===== config.mk =====
export PLATFORM = sky130hd
export DESIGN_NAME = cmm_ctrl
export DESIGN_NICKNAME = d
export VERILOG_FILES = /design/src/hdl/cmm_pkg.sv /design/src/hdl/cmm_ctrl.sv
export SDC_FILE = /design/constraint.sdc
export NUM_CORES = 1
export LEC_CHECK = 0
export ABC_AREA = 0
export BUFFER_PORTS_ARGS = -buffer_cell sky130_fd_sc_hd__clkbuf_2
export CAP_MARGIN = 20
export CORE_MARGIN = 1.5
export CORE_UTILIZATION = 60
export DETAILED_ROUTE_END_ITERATION = 16
export GPL_TIMING_DRIVEN = 0
export PLACE_DENSITY = 0.83
export SETUP_SLACK_MARGIN = 0.2
export SLEW_MARGIN = 0
export SYNTH_ARGS = -nofsm -noshare
export SYNTH_HDL_FRONTEND = slang
export SYNTH_SLANG_ARGS = --single-unit

===== constraint.sdc =====
create_clock -name clk -period 14.65 [get_ports clk]
set_clock_uncertainty 0.15 [all_clocks]
set_input_delay 1.465 -clock clk [delete_from_list [all_inputs] [get_ports clk]]
set_output_delay 1.465 -clock clk [all_outputs]
set_load 0.01 [all_outputs]

===== src/hdl/cmm_pkg.sv =====
package cmm_pkg;

    localparam int OP_W        = 2;
    localparam int IDX_W       = 4;
    localparam int VALUE_W     = 32;
    localparam int CHUNK_IDX_W = 8;
    localparam int DIM_W       = 5;
    localparam int CHUNK_W     = 7;
    localparam int CFG_IDX_W   = 2;
    localparam int CFG_DATA_W  = 7;
    localparam int START_W     = CHUNK_IDX_W + CHUNK_W;

    localparam logic [DIM_W-1:0]   ROWS_RESET  = 5'd16;
    localparam logic [DIM_W-1:0]   INNER_RESET = 5'd16;
    localparam logic [DIM_W-1:0]   COLS_RESET  = 5'd16;
    localparam logic [CHUNK_W-1:0] CHUNK_RESET = 7'd64;

    typedef enum logic [OP_W-1:0] {
        OP_LOAD_A  = 2'd0,
        OP_LOAD_B  = 2'd1,
        OP_COMPUTE = 2'd2
    } opcode_t;

    typedef enum logic [CFG_IDX_W-1:0] {
        CFG_ROWS_A     = 2'd0,
        CFG_INNER_DIM  = 2'd1,
        CFG_COLS_B     = 2'd2,
        CFG_CHUNK_SIZE = 2'd3
    } cfg_index_t;

    typedef enum logic [2:0] {
        ST_IDLE,
        ST_SETUP,
        ST_DIVIDE,
        ST_ISSUE,
        ST_FINISH
    } state_t;

    typedef struct packed {
        logic             wr_a;
        logic             wr_b;
        logic             rd_en;
        logic             first;
        logic [DIM_W-1:0] row;
        logic [DIM_W-1:0] col;
        logic [DIM_W-1:0] k;
        logic             load_out;
        logic             out_last;
    } cmm_cmd_t;

    typedef struct packed {
        logic pipe_empty;
        logic out_free;
    } cmm_status_t;

endpackage


===== src/hdl/cmm_ctrl.sv =====
module cmm_ctrl #(
    parameter int MAX_DIM   = 16,
    parameter int MAX_CHUNK = 64
) (
    input  logic                            clk,
    input  logic                            rst_n,
    input  logic                            cfg_valid,
    output logic                            cfg_ready,
    input  logic [cmm_pkg::CFG_IDX_W-1:0]   cfg_index,
    input  logic [cmm_pkg::CFG_DATA_W-1:0]  cfg_data,
    input  logic                            in_valid,
    output logic                            in_ready,
    input  logic [cmm_pkg::OP_W-1:0]        opcode,
    input  logic [cmm_pkg::CHUNK_IDX_W-1:0] chunk_index,
    output cmm_pkg::cmm_cmd_t               cmd,
    input  cmm_pkg::cmm_status_t            status
);
    import cmm_pkg::*;

    localparam int DIM_CAP = (MAX_DIM > 31) ? 31 : MAX_DIM;
    localparam int FLAT_W  = $clog2(DIM_CAP * DIM_CAP + 1);
    localparam int DIV_W   = (FLAT_W > DIM_W) ? FLAT_W : DIM_W;
    localparam logic [DIM_W-1:0]   DIM_MAX   = DIM_W'(DIM_CAP);
    localparam logic [CHUNK_W-1:0] CHUNK_MAX = CHUNK_W'(MAX_CHUNK);

    state_t               state_reg, state_next;
    logic [DIM_W-1:0]     rows_reg, inner_reg, cols_reg;
    logic [CHUNK_W-1:0]   chunk_reg;
    logic [START_W-1:0]   start_reg, start_next;
    logic [DIV_W-1:0]     rem_reg, rem_next;
    logic [CHUNK_W-1:0]   count_reg, count_next;
    logic [DIM_W-1:0]     row_reg, row_next;
    logic [DIM_W-1:0]     col_reg, col_next;
    logic [DIM_W-1:0]     k_reg, k_next;

    logic [DIM_W-1:0]     nr, ni, nc;
    logic [CHUNK_W-1:0]   cs;
    logic [2*DIM_W-1:0]   total_full;
    logic [START_W-1:0]   total_w;
    logic [START_W-1:0]   span_w;
    logic [START_W-1:0]   start_prod;
    logic                 in_fire;

    assign nr = (rows_reg == '0) ? DIM_W'(1) : ((rows_reg > DIM_MAX) ? DIM_MAX : rows_reg);
    assign ni = (inner_reg == '0) ? DIM_W'(1) : ((inner_reg > DIM_MAX) ? DIM_MAX : inner_reg);
    assign nc = (cols_reg == '0) ? DIM_W'(1) : ((cols_reg > DIM_MAX) ? DIM_MAX : cols_reg);
    assign cs = (chunk_reg == '0) ? CHUNK_W'(1)
              : ((chunk_reg > CHUNK_MAX) ? CHUNK_MAX : chunk_reg);

    assign total_full = nr * nc;
    assign total_w    = START_W'(total_full[FLAT_W-1:0]);
    assign span_w     = total_w - start_reg;
    assign start_prod = chunk_index * cs;

    assign cfg_ready = 1'b1;
    assign in_ready  = (state_reg == ST_IDLE);
    assign in_fire   = in_valid && in_ready;

    always_ff @(posedge clk or negedge rst_n)
    begin
        if (!rst_n)
        begin
            rows_reg  <= ROWS_RESET;
            inner_reg <= INNER_RESET;
            cols_reg  <= COLS_RESET;
            chunk_reg <= CHUNK_RESET;
        end
        else if (cfg_valid && cfg_ready)
        begin
            case (cfg_index)
                CFG_ROWS_A:     rows_reg  <= cfg_data[DIM_W-1:0];
                CFG_INNER_DIM:  inner_reg <= cfg_data[DIM_W-1:0];
                CFG_COLS_B:     cols_reg  <= cfg_data[DIM_W-1:0];
                CFG_CHUNK_SIZE: chunk_reg <= cfg_data[CHUNK_W-1:0];
                default:        ;
            endcase
        end
    end

    always_ff @(posedge clk or negedge rst_n)
    begin
        if (!rst_n)
        begin
            state_reg <= ST_IDLE;
            start_reg <= '0;
            rem_reg   <= '0;
            count_reg <= '0;
            row_reg   <= '0;
            col_reg   <= '0;
            k_reg     <= '0;
        end
        else
        begin
            state_reg <= state_next;
            start_reg <= start_next;
            rem_reg   <= rem_next;
            count_reg <= count_next;
            row_reg   <= row_next;
            col_reg   <= col_next;
            k_reg     <= k_next;
        end
    end

    always_comb
    begin
        state_next   = state_reg;
        start_next   = start_reg;
        rem_next     = rem_reg;
        count_next   = count_reg;
        row_next     = row_reg;
        col_next     = col_reg;
        k_next       = k_reg;
        cmd          = '0;
        cmd.row      = row_reg;
        cmd.col      = col_reg;
        cmd.k        = k_reg;
        cmd.first    = (k_reg == '0);

        case (state_reg)
            ST_IDLE:
            begin
                if (in_fire)
                begin
                    if (opcode == OP_LOAD_A)
                    begin
                        cmd.wr_a = 1'b1;
                    end
                    else if (opcode == OP_LOAD_B)
                    begin
                        cmd.wr_b = 1'b1;
                    end
                    else if (opcode == OP_COMPUTE)
                    begin
                        start_next = start_prod;
                        state_next = ST_SETUP;
                    end
                end
            end
            ST_SETUP:
            begin
                if (start_reg >= total_w)
                begin
                    state_next = ST_IDLE;
                end
                else
                begin
                    count_next = (span_w < START_W'(cs)) ? CHUNK_W'(span_w) : cs;
                    rem_next   = DIV_W'(start_reg);
                    row_next   = '0;
                    state_next = ST_DIVIDE;
                end
            end
            ST_DIVIDE:
            begin
                // Repeated subtraction splits the first flat index into row and column.
                if (rem_reg >= DIV_W'(nc))
                begin
                    rem_next = rem_reg - DIV_W'(nc);
                    row_next = row_reg + DIM_W'(1);
                end
                else
                begin
                    col_next   = rem_reg[DIM_W-1:0];
                    k_next     = '0;
                    state_next = ST_ISSUE;
                end
            end
            ST_ISSUE:
            begin
                cmd.rd_en = 1'b1;
                if (k_reg == ni - DIM_W'(1))
                begin
                    state_next = ST_FINISH;
                end
                else
                begin
                    k_next = k_reg + DIM_W'(1);
                end
            end
            ST_FINISH:
            begin
                if (status.pipe_empty && status.out_free)
                begin
                    cmd.load_out = 1'b1;
                    cmd.out_last = (count_reg == CHUNK_W'(1));
                    if (count_reg == CHUNK_W'(1))
                    begin
                        state_next = ST_IDLE;
                    end
                    else
                    begin
                        count_next = count_reg - CHUNK_W'(1);
                        k_next     = '0;
                        if (col_reg + DIM_W'(1) == nc)
                        begin
                            col_next = '0;
                            row_next = row_reg + DIM_W'(1);
                        end
                        else
                        begin
                            col_next = col_reg + DIM_W'(1);
                        end
                        state_next = ST_ISSUE;
                    end
                end
            end
            default:
            begin
                state_next = ST_IDLE;
            end
        endcase
    end

endmodule


==> results.toml <==
[clock_network]
clock-sinks = 71
clkLatencyLatePin_ns = 0.34
cts_hold_buf = 0
post_cts_buffers = 0
cts_tree = "done"
htreeDepth = 3
cts_buffers = 9
path_clk_slew_ns = 0.06
cts_root_buf = "clkbuf_16"
clock_path_buffers = 2
post_cts_resized = 0

[routing]
wl_per_cell_um = 15.6
dr.pass1.iters = 5
wl_met2_um = 8000
drc = 0
drt-vias-per-instance = 5.70
ant_nets = 0
drt_wl_total_um = 15700
top_layer_used = "met4"
met3_length_um = 599
wl_met1_um = 6690
num_vias = 5773
drt-initial-drc-count = 339

[place]
place_inst = 996
io_buffers = 46
dp_hpwl_um = 12300
place_congestion = 0.882

[power_and_ir_drop]
peakVddDrop_mv = 0.152
powerDensity_nw_per_um2 = 198
leakagePower_nw = 3.83

[status]
outcome = "finished clean"

[yosys]
netlist_top_cells_count = "nand2_1, inv_1, ha_1"
synth-adder-area-share_pct = 24.7
synth-simple-area-share_pct = 20.3
muxShareOfSynthArea_pct = 4.95
netlist.area_leader.share_pct = 23.8
synthesis.nets = 947
synthFlopType = "dfrtp_1"
ys_types = 70
synth_cells = 806
ys.warnings.count = 0
synth_most_common_cell = "nand2_1"
synth_top_cell_by_area = "dfrtp_1"
synthTopCellsByArea = "dfrtp_1, ha_1, fa_1"
synth.avg_cell_area_um2 = 8.76
synth-seq-cells = 71
syn-cell-area_um2 = 7060
synth_compound_area_share_pct = 13.4
ys_seq_area_share_pct = 25.2
async_flop_share_pct = 100
synth_xor_area_share_pct = 5.59
synth_top_family_by_area = "adder cells"
synth_edf_count = 0

[cells_and_area]
largest_reg_flops = 15
final_cells = 1012
drive_gt1_share_pct = 13.8
area_growth_pct = 10.4
antennaDiodeCount = 0
final_nets = 1005
nFillCells = 928

[hold_path]
hp-class = "register to register"

[worst_setup_path]
critPathLaunchType = "register"
cp-end-kind = "register"
required_ns = 14.73
cpMaxStageDelayCell = "fa_1"
arrival_ns = 6.71
crit_type = "register to register"
crit_path_max_incr_delay_ns = 0.56
ff2ff_setup_slack_ns = 8.02
critPathMaxFanout = 10

[sta]
worst-slew-pin-transition_ns = 0.799
fin_crit_sh_pct = 45.3
fin_tns_setup_ns = 0
rsz0062_at_grt = "false"
relSlewSlack_pct = 46.3
min_period_ns = 6.63
hold-worst-slack_ns = 0.323
finalSetupViolations = 0
slew_violations = 0
max_freq_mhz = 151
hold_violations = 0

[global_routing]
antenna_found_initial = 0
grt_pass1_vias = 5766
grt_pass1_wl_um = 26600
track_usage_pct = 26.6
grt_overflow_total = 0
grt_max_degree = 40

[floorplanning]
die_y_um = 111
design.core.area_um2 = 11500
ios = 48
start_util_pct = 61.5
dieArea_um2 = 12400
fp-row-count = 39
die_width_um = 111

[flow_run]
maxCapViolations = 0
==> final timing paths <==
kind | start | endpoint | depth (start not counted)
setup / recovery | cols_reg[4]$_DFFE_PN1P_ | count_reg[0]$_DFFE_PN0P_ | 25
hold / removal | row_reg[4]$_DFFE_PN0P_ | row_reg[4]$_DFFE_PN0P_ | 1
setup reg to reg | cols_reg[4]$_DFFE_PN1P_ | count_reg[0]$_DFFE_PN0P_ | 25
hold reg to reg | row_reg[4]$_DFFE_PN0P_ | row_reg[4]$_DFFE_PN0P_ | 1
max in group asynchronous | rst_n | rows_reg[4]$_DFFE_PN1P_ | 2
min in group asynchronous | rst_n | state_reg[1]$_DFFE_PN0P_ | 1
==> report_power, final <==
| part | leakage, nW | internal [mW] | switching (mW) |
|---|---|---|---|
| clock network | 0.138 | 0.136 | 0.0864 |
| logic | 2.83 | 0.420 | 0.569 |
| registers | 0.869 | 0.264 | 0.0653 |
| total | 3.83 | 0.820 | 0.720 |
==> cells by family (layout without fill, tap and decap cells) <==
group / Yosys count / after routing
simple gates: 292 / 292
compound gates: 147 / 147
fa+ha+maj: 116 / 116
buf+inv: 103 / 166
flops: 71 / 71
xor+xnor: 45 / 45
mux: 31 / 31
other cells: 1 / 1
==> layout make-up <==
type	count	area [µm²]	area share [%]
multi-input combinational	632	4860	62.5
timing repair buffer	47	253	3.24
buffer	20	98.8	1.27
inverter	83	312	4.00
tap	143	179	2.30
clock inverter	5	57.6	0.739
sequential	71	1780	22.9
clock buffer	11	243	3.12
==> per-stage QoR <==
stage,power [mW],instance area [µm²],worst slack (ns),util (%)
after CTS,1.53,7790,8.07,67.9
after global routing,1.68,7790,7.63,67.9
after detailed placement,1.29,7490,8.12,65.3
final,1.54,7790,8.02,67.9
after floorplan,1.07,7060,8.72,-
after global placement,1.26,7470,8.14,65.1
==> cells in the final DEF, fill, tap and decap left out, drive strengths merged, types with 3 or more instances in the layout <==
| master | count |
|---|---|
| nor3 | 22 |
| o21ai | 47 |
| clkbuf | 73 |
| nand2 | 85 |
| dfstp | 4 |
| a211oi | 7 |
| o31ai | 7 |
| a31oi | 8 |
| dfrtp | 67 |
| clkinvlp | 3 |
| and2 | 29 |
| o21a | 3 |
| o21bai | 8 |
| nand4 | 7 |
| nor2 | 69 |
| mux2i | 3 |
| mux2 | 28 |
| fa | 39 |
| nor3b | 5 |
| or3 | 9 |
| a21oi | 39 |
| and3 | 5 |
| nand2b | 15 |
| inv | 82 |
| xnor2 | 29 |
| nand3 | 14 |
| nand3b | 3 |
| or2 | 7 |
| xor2 | 16 |
| ha | 77 |
| buf | 5 |
| nor2b | 16 |
| a21o | 6 |
==> routing by layer <==
metal / vias to the layer above / GRT usage (%)
met5: - / 0
met4: 0 / 11.1
met3: 31 / 3.59
met2: 140 / 47.0
met1: 2752 / 32.9
li1: 2850 / -
==> critical path: cells and delay by family (launching register included) <==
| kind | cells | cell delay [ns] |
|---|---|---|
| fa+ha+maj | 6 | 2.48 |
| simple gates | 7 | 0.99 |
| buf+inv | 5 | 0.74 |
| compound gates | 5 | 1.21 |
| xor+xnor | 2 | 0.43 |
| flops | 1 | 0.51 |
(Power assumes the default switching activity.)
